[src/hw/rtl/cctl_pkg.sv]
// Shared types and constants for the character class table lookup.
// Holds the command record passed from front to back, mode and register codes.
// No dependencies.
package cctl_pkg;

  localparam int unsigned IN_TDATA_W  = 96;
  localparam int unsigned OUT_TDATA_W = 40;
  localparam int unsigned CFG_IDX_W   = 2;
  localparam int unsigned CFG_DATA_W  = 16;
  localparam int unsigned QUEUE_DEPTH = 2;

  localparam logic [2:0] MODE_LOAD   = 3'd0;
  localparam logic [2:0] MODE_TEST   = 3'd1;
  localparam logic [2:0] MODE_CLASS  = 3'd2;
  localparam logic [2:0] MODE_UPPER  = 3'd3;
  localparam logic [2:0] MODE_LOWER  = 3'd4;
  localparam logic [2:0] MODE_NARROW = 3'd5;

  localparam logic [CFG_IDX_W-1:0] REG_ENTRY_COUNT = 2'd0;
  localparam logic [CFG_IDX_W-1:0] REG_LOWER_FLAG  = 2'd1;
  localparam logic [CFG_IDX_W-1:0] REG_UPPER_FLAG  = 2'd2;
  localparam logic [CFG_IDX_W-1:0] REG_NARROW_FLAG = 2'd3;

  localparam logic [15:0] LOWER_FLAG_RST  = 16'd2;
  localparam logic [15:0] UPPER_FLAG_RST  = 16'd1;
  localparam logic [15:0] NARROW_FLAG_RST = 16'd32768;

  typedef enum logic [1:0] {
    KIND_LOAD,
    KIND_QUERY,
    KIND_NONE
  } kind_t;

  typedef struct packed {
    kind_t       kind;
    logic [2:0]  mode;
    logic [15:0] code;
    logic [15:0] qmask;
    logic [7:0]  dbyte;
    logic [7:0]  idx;
    logic [15:0] cls;
    logic [15:0] other;
    logic [7:0]  nbyte;
    logic        last;
  } cmd_t;

  typedef struct packed {
    logic [15:0] lower;
    logic [15:0] upper;
    logic [15:0] narrow;
  } flags_t;

  typedef enum logic [2:0] {
    ST_IDLE,
    ST_STEP,
    ST_FINAL,
    ST_DFLT,
    ST_DONE
  } bk_state_t;

endpackage

[src/hw/rtl/cctl_queue.sv]
// Short command queue between front and back end.
// Depends on cctl_pkg.
module cctl_queue (
  input  logic           clk,
  input  logic           rst_n,
  input  logic           push_valid,
  output logic           push_ready,
  input  cctl_pkg::cmd_t push_cmd,
  output logic           pop_valid,
  input  logic           pop_ready,
  output cctl_pkg::cmd_t pop_cmd
);
  import cctl_pkg::*;

  localparam int unsigned PTR_W = $clog2(QUEUE_DEPTH);
  localparam int unsigned CNT_W = $clog2(QUEUE_DEPTH + 1);

  cmd_t             slot_r [QUEUE_DEPTH];
  logic [PTR_W-1:0] wr_ptr_r;
  logic [PTR_W-1:0] rd_ptr_r;
  logic [CNT_W-1:0] count_r;
  logic             push;
  logic             pop;

  assign push_ready = count_r != CNT_W'(QUEUE_DEPTH);
  assign pop_valid  = count_r != '0;
  assign pop_cmd    = slot_r[rd_ptr_r];
  assign push       = push_valid && push_ready;
  assign pop        = pop_valid && pop_ready;

  always_ff @(posedge clk) begin
    if (!rst_n) begin
      wr_ptr_r <= '0;
      rd_ptr_r <= '0;
      count_r  <= '0;
    end else begin
      if (push) begin
        wr_ptr_r <= wr_ptr_r + PTR_W'(1);
      end
      if (pop) begin
        rd_ptr_r <= rd_ptr_r + PTR_W'(1);
      end
      if (push && !pop) begin
        count_r <= count_r + CNT_W'(1);
      end else if (pop && !push) begin
        count_r <= count_r - CNT_W'(1);
      end
    end
  end

  always_ff @(posedge clk) begin
    if (push) begin
      slot_r[wr_ptr_r] <= push_cmd;
    end
  end

endmodule

[config.mk]
export PLATFORM = sky130hd
export DESIGN_NAME = cctl_queue
export DESIGN_NICKNAME = d
export VERILOG_FILES = /design/src/hw/rtl/cctl_pkg.sv /design/src/hw/rtl/cctl_queue.sv
export SDC_FILE = /design/constraint.sdc
export NUM_CORES = 1
export LEC_CHECK = 0
export BUFFER_PORTS_ARGS = -buffer_cell sky130_fd_sc_hd__buf_4
export CAP_MARGIN = 20
export CORE_MARGIN = 5
export CORE_UTILIZATION = 47
export CTS_CLUSTER_DIAMETER = 60
export CTS_CLUSTER_SIZE = 16
export DETAILED_ROUTE_END_ITERATION = 10
export HOLD_SLACK_MARGIN = 0.08
export PLACE_DENSITY_LB_ADDON = 0.1
export SYNTH_ARGS = -nofsm -noshare
export SYNTH_HDL_FRONTEND = slang
export SYNTH_SLANG_ARGS = --single-unit
[constraint.sdc]
create_clock -name clk -period 3.4 [get_ports clk]
set_clock_uncertainty 0.05 [all_clocks]
set_input_delay 0.68 -clock clk [delete_from_list [all_inputs] [get_ports clk]]
set_output_delay 0.68 -clock clk [all_outputs]
set_load 0.01 [all_outputs]
==> qor.log <==
[outcome] outcome finished clean
[die] placeable core region 14600 um^2
[die] total die area 17500 um^2
[critical_path] category of the most critical setup path reg2out
[synthesis] share of the synthesized area in the top cell type 0.805
[cts] TritonCTS Sinks 193
[detailed_routing] # DRC 0
[critical_path] Worst EP required 2.67 ns
[detailed_routing] routed via count 3494
[cts] number of instances resized during post-cts repair 0
[synthesis] most frequent cells after synthesis sky130_fd_sc_hd__edfxtp_1, sky130_fd_sc_hd__mux2_2, sky130_fd_sc_hd__buf_4, sky130_fd_sc_hd__dfxtp_1, sky130_fd_sc_hd__and2_1
[global_routing] global-route usage over all layers 0.149
[detailed_routing] length of the first detailed-routing pass in iterations 4
[global_routing] via count of the first global-routing pass 3750
[die] Row Count 44
[timing] final critical delay including setup and external delays 2.73 ns
[timing] number of setup violations in the final report 0
[cells_and_area] non-filler instance count after layout 720
[synthesis] cell count after synthesis 316
[critical_path] element type at the critical path start flop
[placement] Placed Instances 688
[critical_path] arrival time at the worst endpoint 2.00 ns
[detailed_routing] count of routing violations after the opening detailed-route iteration 208
[cells_and_area] number of fill cells in the layout 1065
[cts] cts bufs inserted 17
[cells_and_area] Nets 622
[synthesis] library cell with the largest summed area after synthesis sky130_fd_sc_hd__edfxtp_1
[global_routing] initial antenna violation count 0
[timing] unrepaired setup endpoints after global routing false
[critical_path] Worst Path Max Fanout 36
[cells_and_area] footprint of the multi-input gates 1200 um^2
[power] Max VDD drop 0.377 mV
[detailed_routing] drt wl/cell 18.0 um
[cells_and_area] final design utilization 0.633
[cts] htree depth 4
[hold_path] path category of the worst min-delay check in2reg
[synthesis] distinct cell type count after synthesis 20
[cts] largest buffer count on any clock path 2
[timing] final hold slack 0.399 ns
[cts] # hold bufs at CTS 0
[synthesis] most frequently used flop master after synthesis sky130_fd_sc_hd__edfxtp_1
[global_routing] global-route wire length before repair 20000 um
[synthesis] fraction of registers with async set or reset after synthesis 0
[cells_and_area] synth-to-layout area growth 31.8%
[cts] CTS clk-pin slew, worst paths 0.06 ns
[critical_path] cell family with the largest share of critical-path delay flip-flops
[critical_path] combined buffer and inverter count along the critical path 2
[cells_and_area] Final Cell Area 9240 um^2
[detailed_routing] Total Wirelength 12900 um
[synthesis] number of register bits inferred by synthesis 193
[critical_path] CP cell instances buf_4 > mux2_2 > buf_4
[timing] Slew Limit Headroom 0.603
[timing] pin slew with the least headroom to its limit 0.596 ns
[critical_path] CP endpoint kind primary output
[cts] clock root buffer sky130_fd_sc_hd__clkbuf_16
[cells_and_area] Sequential cell area 5750 um^2
[cells_and_area] fraction of layout instances using a drive strength above 1 0.610
[detailed_routing] residual antenna-violating net count after detailed routing 0
[power] P per Cell Area 715 nW/um^2
[synthesis] sequential area share after synthesis 0.819
[cts] TritonCTS clock tree built
[run] Maximum Capacitance Violations 0
[timing] share of the clock period used by the worst path after layout 0.804
[cells_and_area] number of antenna cells inserted 0
[critical_path] Critical Path Most Common Cell sky130_fd_sc_hd__buf_4
[timing] maximum operating frequency 366 MHz
[placement] routability cong. 0.691
[cts] Setup Fix Bufs, Post-CTS 0
[synthesis] Syn. warnings 0
[cts] Clk Latency, worst-skew pair 0.41 ns
[critical_path] slowest CP cell sky130_fd_sc_hd__dfxtp_4
[global_routing] overflow left after global routing 0
[die] initial core utilization 0.481
[placement] dpl hpwl 8800 um
[die] total I/O pin count 194
[synthesis] number of enable flip-flop cells after synthesis 188
[synthesis] Mapped Nets 415
[timing] sum of negative setup slack 0 ns
[die] Die Span X 132 um
[global_routing] largest net degree at the start of global routing 52
[synthesis] top post-synthesis cells by area sky130_fd_sc_hd__edfxtp_1, sky130_fd_sc_hd__mux2_2, sky130_fd_sc_hd__dfxtp_1, sky130_fd_sc_hd__buf_4, sky130_fd_sc_hd__and2_1
[timing] Pins Over Slew Limit 0
[timing] final hold violation count 0
[synthesis] most numerous cell in the Yosys netlist sky130_fd_sc_hd__edfxtp_1
[synthesis] Netlist Area Pre-Place 7010 um^2
[placement] I/O Buffers 193
[synthesis] Mapped Avg Cell Area 22.2 um^2
[placement] placed instance area 8710 um^2
[die] Die Y-Extent 132 um
[critical_path] CP peak stage delay 0.68 ns
[detailed_routing] routed via count divided by cell count 4.85
[power] leakage power summed over all cells 3.42 nW
logic make-up after synthesis:
| group | after synthesis | synth area share |
|---|---|---|
| buffers and inverters | 11 | 0.0102 |
| AO/OA/AOI/OAI | 5 | 0.00499 |
| XOR/XNOR | 3 | 0.00375 |
| flip-flops | 193 | 0.819 |
| adder cells (fa/ha/maj) | 1 | 0.00178 |
| multiplexers | 94 | 0.151 |
| AND/OR/NAND/NOR | 9 | 0.00928 |
sequential cells by signal (all words and copies together) (netlist names), named ones only:
signal / flops
slot_r: 188
rd_ptr_r: 1
count_r: 2
wr_ptr_r: 1
per-layer routing:
metal,GRT usage,wire [um],part of all wire
met5,0,0,0
met3,0.0698,1280,0.099
met4,0.0566,165,0.013
met1,0.179,5070,0.39
met2,0.236,6410,0.50
report_power, final:
part	internal, mW	leakage (nW)	switching (mW)
clock network	0.993	0.259	0.774
logic	0.949	1.37	0.779
registers	2.97	1.80	0.135
total	4.92	3.42	1.69
worst reg2reg max path, delay by kind of cell (launching register included):
kind                   cells  cell delay (ns)
buffers and inverters      2             0.85
flip-flops                 1             0.43
AND/OR/NAND/NOR            2             0.33
final cells by class:
| class | instances | area share |
|---|---|---|
| Clock buffer | 19 | 0.0468 |
| Clock inverter | 13 | 0.0104 |
| Inverter | 1 | 0.000677 |
| Multi-Input combinational cell | 112 | 0.130 |
| Sequential cell | 193 | 0.622 |
| Tap cell | 184 | 0.0249 |
| Timing Repair Buffer | 198 | 0.165 |
cells in the final DEF, fill, tap and decap left out, drive strengths merged:
cell type,synthesis,layout
inv,1,1
edfxtp,188,188
clkbuf,0,19
a21bo,1,1
dfxtp,5,5
and2,4,4
nand3b,1,1
bufinv,0,1
clkinv,0,9
mux2,94,94
xor2,1,1
and3,1,1
nand2b,1,1
or2,1,1
buf,10,198
ha,1,1
a21boi,2,2
or3,1,1
o21ai,2,2
xnor2,2,2
clkinvlp,0,3
path summary, 6_finish.rpt:
kind	from	end	slack, ns	cells past startpoint
setup reg to reg	count_r[0]	slot_r[0][93]	1.39	4
hold / removal	push_cmd[1]	slot_r[0][1]	0.40	1
hold reg to reg	count_r[1]	count_r[1]	0.54	2
setup / recovery	flop	pop_cmd[64]	0.67	3
metrics by stage:
stage          power, mW  worst slack [ns]
2_1_floorplan       4.09             0.306
3_3_place_gp        4.89              1.09
3_5_place_dp        4.93              1.06
4_1_cts             6.70             0.599
5_1_grt             6.92             0.558
6_report            6.60             0.666
(Power assumes the default switching activity.)
