File: src/hw/rtl/cctl_pkg.sv
// Shared types and constants for the character class table lookup.
// Holds the command record passed from front to back, mode and register codes.
// No dependencies.
package cctl_pkg;

  localparam int unsigned IN_TDATA_W  = 96;
  localparam int unsigned OUT_TDATA_W = 40;
  localparam int unsigned CFG_IDX_W   = 2;
  localparam int unsigned CFG_DATA_W  = 16;
  localparam int unsigned QUEUE_DEPTH = 2;

  localparam logic [2:0] MODE_LOAD   = 3'd0;
  localparam logic [2:0] MODE_TEST   = 3'd1;
  localparam logic [2:0] MODE_CLASS  = 3'd2;
  localparam logic [2:0] MODE_UPPER  = 3'd3;
  localparam logic [2:0] MODE_LOWER  = 3'd4;
  localparam logic [2:0] MODE_NARROW = 3'd5;

  localparam logic [CFG_IDX_W-1:0] REG_ENTRY_COUNT = 2'd0;
  localparam logic [CFG_IDX_W-1:0] REG_LOWER_FLAG  = 2'd1;
  localparam logic [CFG_IDX_W-1:0] REG_UPPER_FLAG  = 2'd2;
  localparam logic [CFG_IDX_W-1:0] REG_NARROW_FLAG = 2'd3;

  localparam logic [15:0] LOWER_FLAG_RST  = 16'd2;
  localparam logic [15:0] UPPER_FLAG_RST  = 16'd1;
  localparam logic [15:0] NARROW_FLAG_RST = 16'd32768;

  typedef enum logic [1:0] {
    KIND_LOAD,
    KIND_QUERY,
    KIND_NONE
  } kind_t;

  typedef struct packed {
    kind_t       kind;
    logic [2:0]  mode;
    logic [15:0] code;
    logic [15:0] qmask;
    logic [7:0]  dbyte;
    logic [7:0]  idx;
    logic [15:0] cls;
    logic [15:0] other;
    logic [7:0]  nbyte;
    logic        last;
  } cmd_t;

  typedef struct packed {
    logic [15:0] lower;
    logic [15:0] upper;
    logic [15:0] narrow;
  } flags_t;

  typedef enum logic [2:0] {
    ST_IDLE,
    ST_STEP,
    ST_FINAL,
    ST_DFLT,
    ST_DONE
  } bk_state_t;

endpackage

File: src/hw/rtl/cctl_front.sv
// Front end: accepts input transfers, unpacks and classifies them into commands.
// Depends on cctl_pkg.
module cctl_front #(
  parameter int unsigned TABLE_DEPTH = 256,
  parameter int unsigned CODE_BITS   = 16
) (
  input  logic                                 clk,
  input  logic                                 rst_n,
  input  logic                                 in_tvalid,
  output logic                                 in_tready,
  input  logic [cctl_pkg::IN_TDATA_W-1:0]      in_tdata,
  input  logic                                 in_tlast,
  output logic                                 fr_valid,
  output cctl_pkg::cmd_t                       fr_cmd,
  input  logic                                 q_ready
);
  import cctl_pkg::*;

  localparam logic [31:0] CODE_MASK = (32'h1 << CODE_BITS) - 32'h1;

  cmd_t        dec;
  logic [31:0] code_m;
  logic        fr_valid_r;
  cmd_t        fr_cmd_r;

  always_comb begin
    dec.mode  = in_tdata[2:0];
    code_m    = 32'(in_tdata[18:3]) & CODE_MASK;
    dec.code  = code_m[15:0];
    dec.qmask = in_tdata[34:19];
    dec.dbyte = in_tdata[42:35];
    dec.idx   = in_tdata[50:43];
    dec.cls   = in_tdata[66:51];
    dec.other = in_tdata[82:67];
    dec.nbyte = in_tdata[90:83];
    dec.last  = in_tlast;
    unique case (dec.mode) inside
      MODE_LOAD: begin
        dec.kind = (32'(dec.idx) < 32'(TABLE_DEPTH)) ? KIND_LOAD : KIND_NONE;
      end
      MODE_TEST, MODE_CLASS, MODE_UPPER, MODE_LOWER, MODE_NARROW: begin
        dec.kind = KIND_QUERY;
      end
      default: begin
        dec.kind = KIND_NONE;
      end
    endcase
  end

  assign in_tready = !fr_valid_r || q_ready;

  always_ff @(posedge clk) begin
    if (!rst_n) begin
      fr_valid_r <= 1'b0;
    end else if (in_tvalid && in_tready) begin
      fr_valid_r <= 1'b1;
    end else if (q_ready) begin
      fr_valid_r <= 1'b0;
    end
  end

  always_ff @(posedge clk) begin
    if (in_tvalid && in_tready) begin
      fr_cmd_r <= dec;
    end
  end

  assign fr_valid = fr_valid_r;
  assign fr_cmd   = fr_cmd_r;

endmodule

File: config.mk
export PLATFORM = sky130hd
export DESIGN_NAME = cctl_front
export DESIGN_NICKNAME = d
export VERILOG_FILES = /design/src/hw/rtl/cctl_pkg.sv /design/src/hw/rtl/cctl_front.sv
export SDC_FILE = /design/constraint.sdc
export NUM_CORES = 1
export LEC_CHECK = 0
export ABC_AREA = 1
export BUFFER_PORTS_ARGS = -buffer_cell sky130_fd_sc_hd__buf_2
export CORE_UTILIZATION = 42
export CTS_BUF_LIST = sky130_fd_sc_hd__clkbuf_4
export CTS_CLUSTER_DIAMETER = 120
export DETAILED_ROUTE_END_ITERATION = 10
export PLACE_DENSITY = 0.87
export SKIP_CTS_REPAIR_TIMING = 1
export SKIP_LAST_GASP = 1
export SLEW_MARGIN = 20
export SYNTH_ARGS = -nofsm -noshare
export SYNTH_HDL_FRONTEND = slang
export SYNTH_SLANG_ARGS = --single-unit
File: constraint.sdc
create_clock -name clk -period 7.5 [get_ports clk]
set_clock_uncertainty 0.1 [all_clocks]
set_input_delay 0.75 -clock clk [delete_from_list [all_inputs] [get_ports clk]]
set_output_delay 0.75 -clock clk [all_outputs]
set_load 0.01 [all_outputs]
==> results.py, run 1 <==
metrics = {
    "clock_network": {
        "clockBufferDepth": 2,
        "tritoncts": "built",
        "cts-htree-levels": 3,
        "cts.sinks": 95,
        "cts_made_buffers": 9,
        "cts-root-buf": "clkbuf_4",
        "cts.clk_slew.worst_paths_ns": 0.15,
        "clk-insertion-delay-late_ns": 0.42,
    },
    "floorplan": {
        "rows": 29,
        "die_x_um": 85.1,
        "io_pins": 197,
        "die_y_um": 85.1,
        "die_area_um2": 7240,
        "initial_core_util_pct": 44.6,
        "core-area_um2": 6490,
    },
    "yosys": {
        "synth_fp_nets": 207,
        "yosysUniqueCellTypes": 9,
        "synthTopCellsByArea": "edfxtp_1, dfxtp_1, a21oi_2",
        "syn_area_um2": 2900,
        "synth_top_cell_by_area": "edfxtp_1",
        "synth.top_cell.area_share_pct": 97.4,
        "synth-seq-area-share_pct": 98.1,
        "syn_avg_cell_area_um2": 27.3,
        "synth-seq-cells": 95,
        "yosys_warnings": 0,
        "synthCells": 106,
    },
    "global_routing": {
        "grtUsageTotal_pct": 17.7,
        "grt_max_degree": 53,
        "grt_pass1_wl_um": 9200,
        "gr-total-overflow": 0,
        "first_global_vias": 1911,
        "antenna_found_initial": 1,
    },
    "place": {
        "io_buffers": 191,
        "post_dp_cell_area_um2": 3980,
        "dp.cells": 376,
        "place.gp.congestion": 0.761,
        "dp_hpwl_um": 4870,
    },
    "sta": {
        "period_needed_ns": 1.98,
        "holdWs_ns": 0.386,
        "fin_crit_sh_pct": 26.4,
        "slew_viol_final": 0,
        "fin_setup_tns_ns": 0,
        "slew-limit-headroom_pct": 59.0,
        "fmax_mhz": 506,
        "worst_slew_pin_slew_ns": 0.615,
        "hold_viol_final": 0,
        "rsz0062_at_grt": "false",
        "setup_viol": 0,
    },
    "drt": {
        "dr.pass1.iters": 4,
        "wl_um": 6320,
        "drt_iter0_drc": 62,
        "vias_per_cell": 4.44,
        "route.antenna.remaining_nets": 0,
        "drt-wirelength-per-cell_um": 16.1,
        "drc_errors": 0,
        "vias": 1746,
    },
    "setup_path": {
        "critPathMaxStageDelay_ns": 0.14,
        "critPathCaptureType": "output pin",
        "start_kind": "primary input",
        "crit_fanout": 2,
        "path_cells": "buf_2 > inv_2 > nand2_2 > buf_2",
        "cp_num_cells": 4,
        "ff2ff_path_depth": 2,
        "crit_path_frequent_cell": "buf_2",
        "r2r-end": "fr_cmd[50]",
        "worstPathRequired_ns": 6.65,
        "critical_path_buf_inv_count": 3,
        "reg2reg_slack_ns": 5.94,
        "cpLargestDelayFamily": "buffers and inverters",
        "crit_type": "primary input to output pin",
        "rr_startpoint": "fr_valid",
        "arrival_ns": 1.13,
        "critPathSlowestCell": "buf_2",
    },
    "layout": {
        "drive_gt1_share_pct": 67.3,
        "fin_area_um2": 4120,
        "final_core_util_pct": 63.4,
        "final_cells": 393,
        "layout.nets": 411,
        "area_growth_pct": 42.1,
        "nFillCells": 465,
    },
    "power_and_ir_drop": {
        "power_density_nw_per_um2": 238,
        "ir_worst_vdd_uv": 179,
        "power_leakage_nw": 1.79,
    },
    "hold_path": {
        "whs_path_depth": 1,
        "hold-path-endpoint": "fr_cmd[71]",
        "min-delay-start": "in_tdata[33]",
        "hold_path.class": "primary input to register",
    },
    "run": {
        "drv_cap": 0,
    },
    "run_status": {
        "outcome": "complete, no violations",
    },
}
-- Yosys cell counts --
master and n:
a21oi_1 1, dfxtp_1 1, inv_1 4, nand2_2 1
edfxtp_1 94, inv_2 1, nor2_1 1, a21oi_2 2
nand2_1 1
-- power by group --
group | total (mW) | internal (mW) | switching [mW]
sequential | 0.627 | 0.620 | 0.00738
clock | 0.266 | 0.102 | 0.164
combinational | 0.0860 | 0.0381 | 0.0479
total | 0.980 | 0.760 | 0.220
-- routing by layer --
layer | global-route usage [%] | vias up | share of wire, % | routed length (um)
li1 | - | 827 | - | -
met1 | 15.5 | 808 | 31 | 1960
met2 | 31.7 | 103 | 53 | 3380
met3 | 10.8 | 8 | 14 | 886
met4 | 8.32 | 0 | 1.5 | 93
met5 | 0 | - | 0 | 0
-- cell families (layout without fill, tap and decap cells) --
family	count (synthesis)	in the layout	synth area share, %
DFF	95	95	98.1
buffers and inverters	5	214	0.647
AOI/OAI and AO/OA	3	3	0.777
and+or+nand+nor	3	3	0.475
other	0	1	0
-- sequential cells by signal, summed over array words and instances (netlist names) --
name / flops
fr_valid: 1
fr_cmd: 94
-- placed cells by master (no fill, tap or decap), drive strengths merged --
cell type / synthesis / layout
buf: 0 / 193
inv: 5 / 7
nor2: 1 / 1
clkinvlp: 0 / 2
nand2: 2 / 2
dfxtp: 1 / 1
diode: 0 / 1
edfxtp: 94 / 94
a21oi: 3 / 3
bufinv: 0 / 1
clkbuf: 0 / 9
clkinv: 0 / 2
-- stage by stage --
step | setup WS, ns | total power [mW]
floorplan | 1.47 | 0.673
global placement | 5.48 | 0.722
detailed placement | 5.45 | 0.727
CTS | 5.52 | 0.991
global route | 5.46 | 1.02
finish | 5.52 | 0.980
-- cell type report --
class	instances	area, um2	share of cell area, %
sequential	95	2840	69.1
timing repair buffer	193	971	23.6
clock buffer	9	67.6	1.64
clock inverter	7	70.1	1.70
antenna	1	2.50	0.0608
inverter	5	18.8	0.456
multi-input combinational	6	47.5	1.16
tap	77	96.3	2.34
-- worst max-delay path by stage --
| stage | start | to | slack [ns] |
|---|---|---|---|
| finish | q_ready | in_tready | 5.52 |
| global route | fr_valid | in_tready | 5.46 |
| global placement | in_tvalid | fr_cmd[73] | 5.48 |
| detailed placement | in_tvalid | fr_cmd[79] | 5.45 |
| CTS | fr_valid | in_tready | 5.52 |
| floorplan | in_tvalid | fr_cmd[0] | 1.47 |
No activity file was read; power rests on OpenSTA's default activity.
==> run 2, diff against run 1 <==
- clock period: 7.5 -> 1.9 ns (I/O delays scaled with it)
==> results.py, run 2 (synthesis gave the netlist of run 1 again) <==
metrics = {
    "run": {
        "drv_cap": 0,
    },
    "setup_path": {
        "critical_path_buf_inv_count": 1,
        "crit_fanout": 94,
        "critPathMaxStageDelay_ns": 0.39,
        "reg2reg_slack_ns": 0.45,
        "worstPathRequired_ns": 1.87,
        "start_kind": "register",
        "critPathSlowestCell": "buf_12",
        "ff2ff_path_depth": 2,
        "critPathCaptureType": "register",
        "cpLargestDelayFamily": "buffers and inverters",
        "cp_num_cells": 2,
        "path_cells": "a21oi_4 > buf_12",
        "crit_type": "register to register",
        "arrival_ns": 1.42,
    },
    "sta": {
        "slew_viol_final": 0,
        "worst_slew_pin_slew_ns": 0.507,
        "slew-limit-headroom_pct": 66.2,
        "fin_setup_tns_ns": 0,
        "period_needed_ns": 1.45,
        "hold_viol_final": 0,
        "fmax_mhz": 691,
        "rsz0062_at_grt": "false",
        "holdWs_ns": 0.350,
        "setup_viol": 0,
        "fin_crit_sh_pct": 76.1,
    },
    "floorplan": {
        "initial_core_util_pct": 44.6,
        "die_y_um": 85.1,
        "die_x_um": 85.1,
        "io_pins": 197,
        "rows": 29,
        "die_area_um2": 7240,
        "core-area_um2": 6490,
    },
    "layout": {
        "layout_common_cells": "buf_2, edfxtp_1, dlygate4sd3_1",
        "area_growth_pct": 74.6,
        "fin_area_um2": 5060,
        "largest_reg_flops": 94,
        "layout.nets": 504,
        "diodes": 0,
        "drive_gt1_share_pct": 52.0,
        "mostFrequentLayoutCell": "buf_2",
        "final_core_util_pct": 77.9,
        "nFillCells": 370,
    },
    "global_routing": {
        "first_global_vias": 1840,
        "grtUsageTotal_pct": 17.3,
        "grt_pass1_wl_um": 8870,
        "antenna_found_initial": 0,
        "grt_max_degree": 95,
        "gr-total-overflow": 0,
    },
    "clock_network": {
        "clk-insertion-delay-late_ns": 0.42,
        "cts_made_buffers": 9,
        "cts-htree-levels": 3,
        "clockBufferDepth": 2,
        "tritoncts": "built",
        "cts-root-buf": "clkbuf_4",
        "cts.clk_slew.worst_paths_ns": 0.15,
        "cts.sinks": 95,
    },
    "place": {
        "place.gp.congestion": 0.738,
        "post_dp_cell_area_um2": 3980,
        "dp_hpwl_um": 4670,
        "io_buffers": 191,
    },
    "drt": {
        "drt-wirelength-per-cell_um": 17.0,
        "drc_errors": 0,
        "vias_per_cell": 4.52,
        "dr.pass1.iters": 4,
        "wl_um": 8260,
        "route.antenna.remaining_nets": 0,
        "drt_iter0_drc": 86,
        "vias": 2193,
    },
    "hold_path": {
        "hold_path.class": "primary input to register",
        "whs_path_depth": 2,
    },
    "power_and_ir_drop": {
        "power.total_mw": 4.04,
        "power_density_nw_per_um2": 799,
        "ir_worst_vdd_uv": 525,
        "power_leakage_nw": 2.18,
    },
    "run_status": {
        "outcome": "complete, no violations",
    },
}
-- run 2: cell types whose count changed in the layout (fill, tap and decap cells not counted), sizes merged --
cell	delta
diode	-1
buf	-1
clkbuf	+1
clkinv	+1
dlygate4sd3	+94
inv	-2
-- run 2: per-layer routing --
metal  track usage (%)  vias to the layer above  part of all wire, %
met2              30.4                      136                   54
met3              9.82                       16                  9.4
met1              15.9                     1030                   35
met4              8.78                        0                  2.1
li1                  -                     1011                    -
met5                 0                        -                    0
-- run 2: through the flow --
stage	setup WS, ns	instances
finish	0.453	485
global route	0.419	485
CTS	0.485	391
detailed placement	0.493	375
global placement	0.539	375
floorplan	-0.569	106
-- run 2: worst paths after layout --
check                                  start          to
worst min-delay path            in_tdata[37]  fr_cmd[51]
worst min register to register      fr_valid  fr_cmd[28]
worst max register to register      fr_valid  fr_cmd[81]
worst max-delay path                fr_valid  fr_cmd[81]
-- run 2: area by class of cell --
| type | instances | area [um2] | share of cell area [%] |
|---|---|---|---|
| sequential | 95 | 2840 | 56.2 |
| timing repair buffer | 286 | 1920 | 37.9 |
| tap | 77 | 96.3 | 1.90 |
| clock inverter | 6 | 61.3 | 1.21 |
| inverter | 5 | 18.8 | 0.371 |
| clock buffer | 10 | 75.1 | 1.48 |
| multi-input combinational | 6 | 47.5 | 0.940 |
-- run 2: report_power, final --
group	switching, mW	internal (mW)	total, mW
Clock	0.638	0.410	1.05
Sequential	0.0342	2.45	2.48
Combinational	0.231	0.279	0.510
==> run 3, diff against run 2 <==
- CORE_UTILIZATION: 42 -> 38
- PLACE_DENSITY: 0.87 -> 0.83
- clock period: 1.9 -> 1.2 ns (I/O delays scaled with it)
==> results.py, run 3 (synthesis gave the netlist of run 1 again) <==
metrics = {
    "layout": {
        "largest_reg_flops": 94,
        "layout_common_cells": "buf_2, edfxtp_1, dlygate4sd3_1",
        "area_growth_pct": 86.4,
        "fin_area_um2": 5400,
        "mostFrequentLayoutCell": "buf_2",
        "drive_gt1_share_pct": 54.1,
        "layout.nets": 519,
        "nFillCells": 448,
        "diodes": 0,
    },
    "drt": {
        "vias_per_cell": 4.29,
        "wl_um": 8250,
        "dr.pass1.iters": 4,
        "drt-wirelength-per-cell_um": 15.8,
        "vias": 2237,
        "route.antenna.remaining_nets": 0,
        "drt_iter0_drc": 47,
        "drc_errors": 0,
    },
    "clock_network": {
        "cts-root-buf": "clkbuf_4",
        "clk-insertion-delay-late_ns": 0.41,
        "cts.sinks": 95,
        "cts_made_buffers": 9,
        "cts.clk_slew.worst_paths_ns": 0.13,
        "clockBufferDepth": 2,
        "cts-htree-levels": 3,
        "tritoncts": "built",
    },
    "floorplan": {
        "die_area_um2": 7980,
        "die_x_um": 89.3,
        "io_pins": 197,
        "initial_core_util_pct": 39.5,
        "rows": 31,
        "die_y_um": 89.3,
        "core-area_um2": 7330,
    },
    "sta": {
        "setup_viol": 96,
        "holdWs_ns": -0.0861,
        "fin_crit_sh_pct": 109,
        "slew_viol_final": 0,
        "fin_ws_ns": -0.111,
        "slew-limit-headroom_pct": 87.8,
        "rsz0062_at_grt": "true",
        "fmax_mhz": 763,
        "worst_slew_pin_slew_ns": 0.183,
        "hold_viol_final": 1,
        "fin_setup_tns_ns": -3.75,
        "period_needed_ns": 1.31,
    },
    "power_and_ir_drop": {
        "power_leakage_nw": 2.34,
        "power_density_nw_per_um2": 1210,
        "power.total_mw": 6.53,
        "ir_worst_vdd_uv": 896,
    },
    "global_routing": {
        "gr-total-overflow": 0,
        "grt_pass1_wl_um": 8140,
        "antenna_found_initial": 0,
        "grt_max_degree": 51,
        "grtUsageTotal_pct": 14.7,
        "first_global_vias": 1711,
    },
    "place": {
        "dp_hpwl_um": 4600,
        "post_dp_cell_area_um2": 4040,
        "post-place-ws_ns": -0.0356,
        "place.gp.congestion": 0.716,
        "io_buffers": 191,
    },
    "setup_path": {
        "critPathCaptureType": "output pin",
        "path_cells": "buf_6 > nand2_4 > buf_6",
        "arrival_ns": 1.09,
        "worstPathRequired_ns": 0.98,
        "critPathSlowestCell": "dfxtp_2",
        "start_kind": "register",
        "crit_fanout": 2,
        "critical_path_buf_inv_count": 2,
        "crit_path_frequent_cell": "buf_6",
        "cpLargestDelayFamily": "flip-flops",
        "crit_type": "register to output pin",
        "critPathMaxStageDelay_ns": 0.38,
    },
    "run_status": {
        "violations": "negative hold slack, negative setup slack",
        "outcome": "finished, violations left",
    },
    "run": {
        "drv_cap": 0,
    },
    "hold_path": {
        "hold_path.class": "primary input to register",
    },
}
-- run 3: cell count changes in the layout (fill, tap and decap cells not counted), sizes merged --
cell and change:
clkinvlp -1, buf +10, clkbuf +6, inv +1, dlygate4sd3 -1
-- run 3: tightest hold or removal path: stages --
cell and delay, ns:
buf_2 0.09, inv_2 0.06, nand2_4 0.08, a21oi_2 0.05
-- run 3: metal layers --
metal	part of all wire, %	wire length (um)	vias to the layer above	track usage [%]
li1	-	-	1047	-
met1	37	3050	1042	15.1
met2	53	4350	133	25.6
met3	8.6	712	15	6.09
met4	1.6	131	0	8.23
met5	0	0	-	0
-- run 3: power breakdown --
part	internal [mW]	switching (mW)
sequential	3.87	0.0508
combinational	0.563	0.393
clock	0.654	0.997
total	5.09	1.44
-- run 3: worst paths after layout --
check | slack (ns) | start | depth (start not counted) | end
min reg2reg | 0.52 | fr_valid | 3 | fr_valid
max reg2reg | -0.06 | fr_valid | 3 | fr_cmd[68]
min | -0.09 | q_ready | 4 | fr_valid
max | -0.11 | fr_valid | 3 | in_tready
-- run 3: metrics by stage --
stage / std cells / util, %
4_1_cts: 415 / 56.9
2_1_floorplan: 106 / -
3_5_place_dp: 399 / 55.1
5_1_grt: 522 / 73.7
3_3_place_gp: 399 / 55.1
6_report: 522 / 73.7
-- run 3: final cells by class --
class | count | area [um2] | share of cell area (%)
sequential | 95 | 2840 | 52.6
timing repair buffer | 301 | 2230 | 41.2
tap | 99 | 124 | 2.29
clock buffer | 10 | 75.1 | 1.39
clock inverter | 6 | 60.1 | 1.11
multi-input combinational | 6 | 52.6 | 0.973
inverter | 5 | 18.8 | 0.347
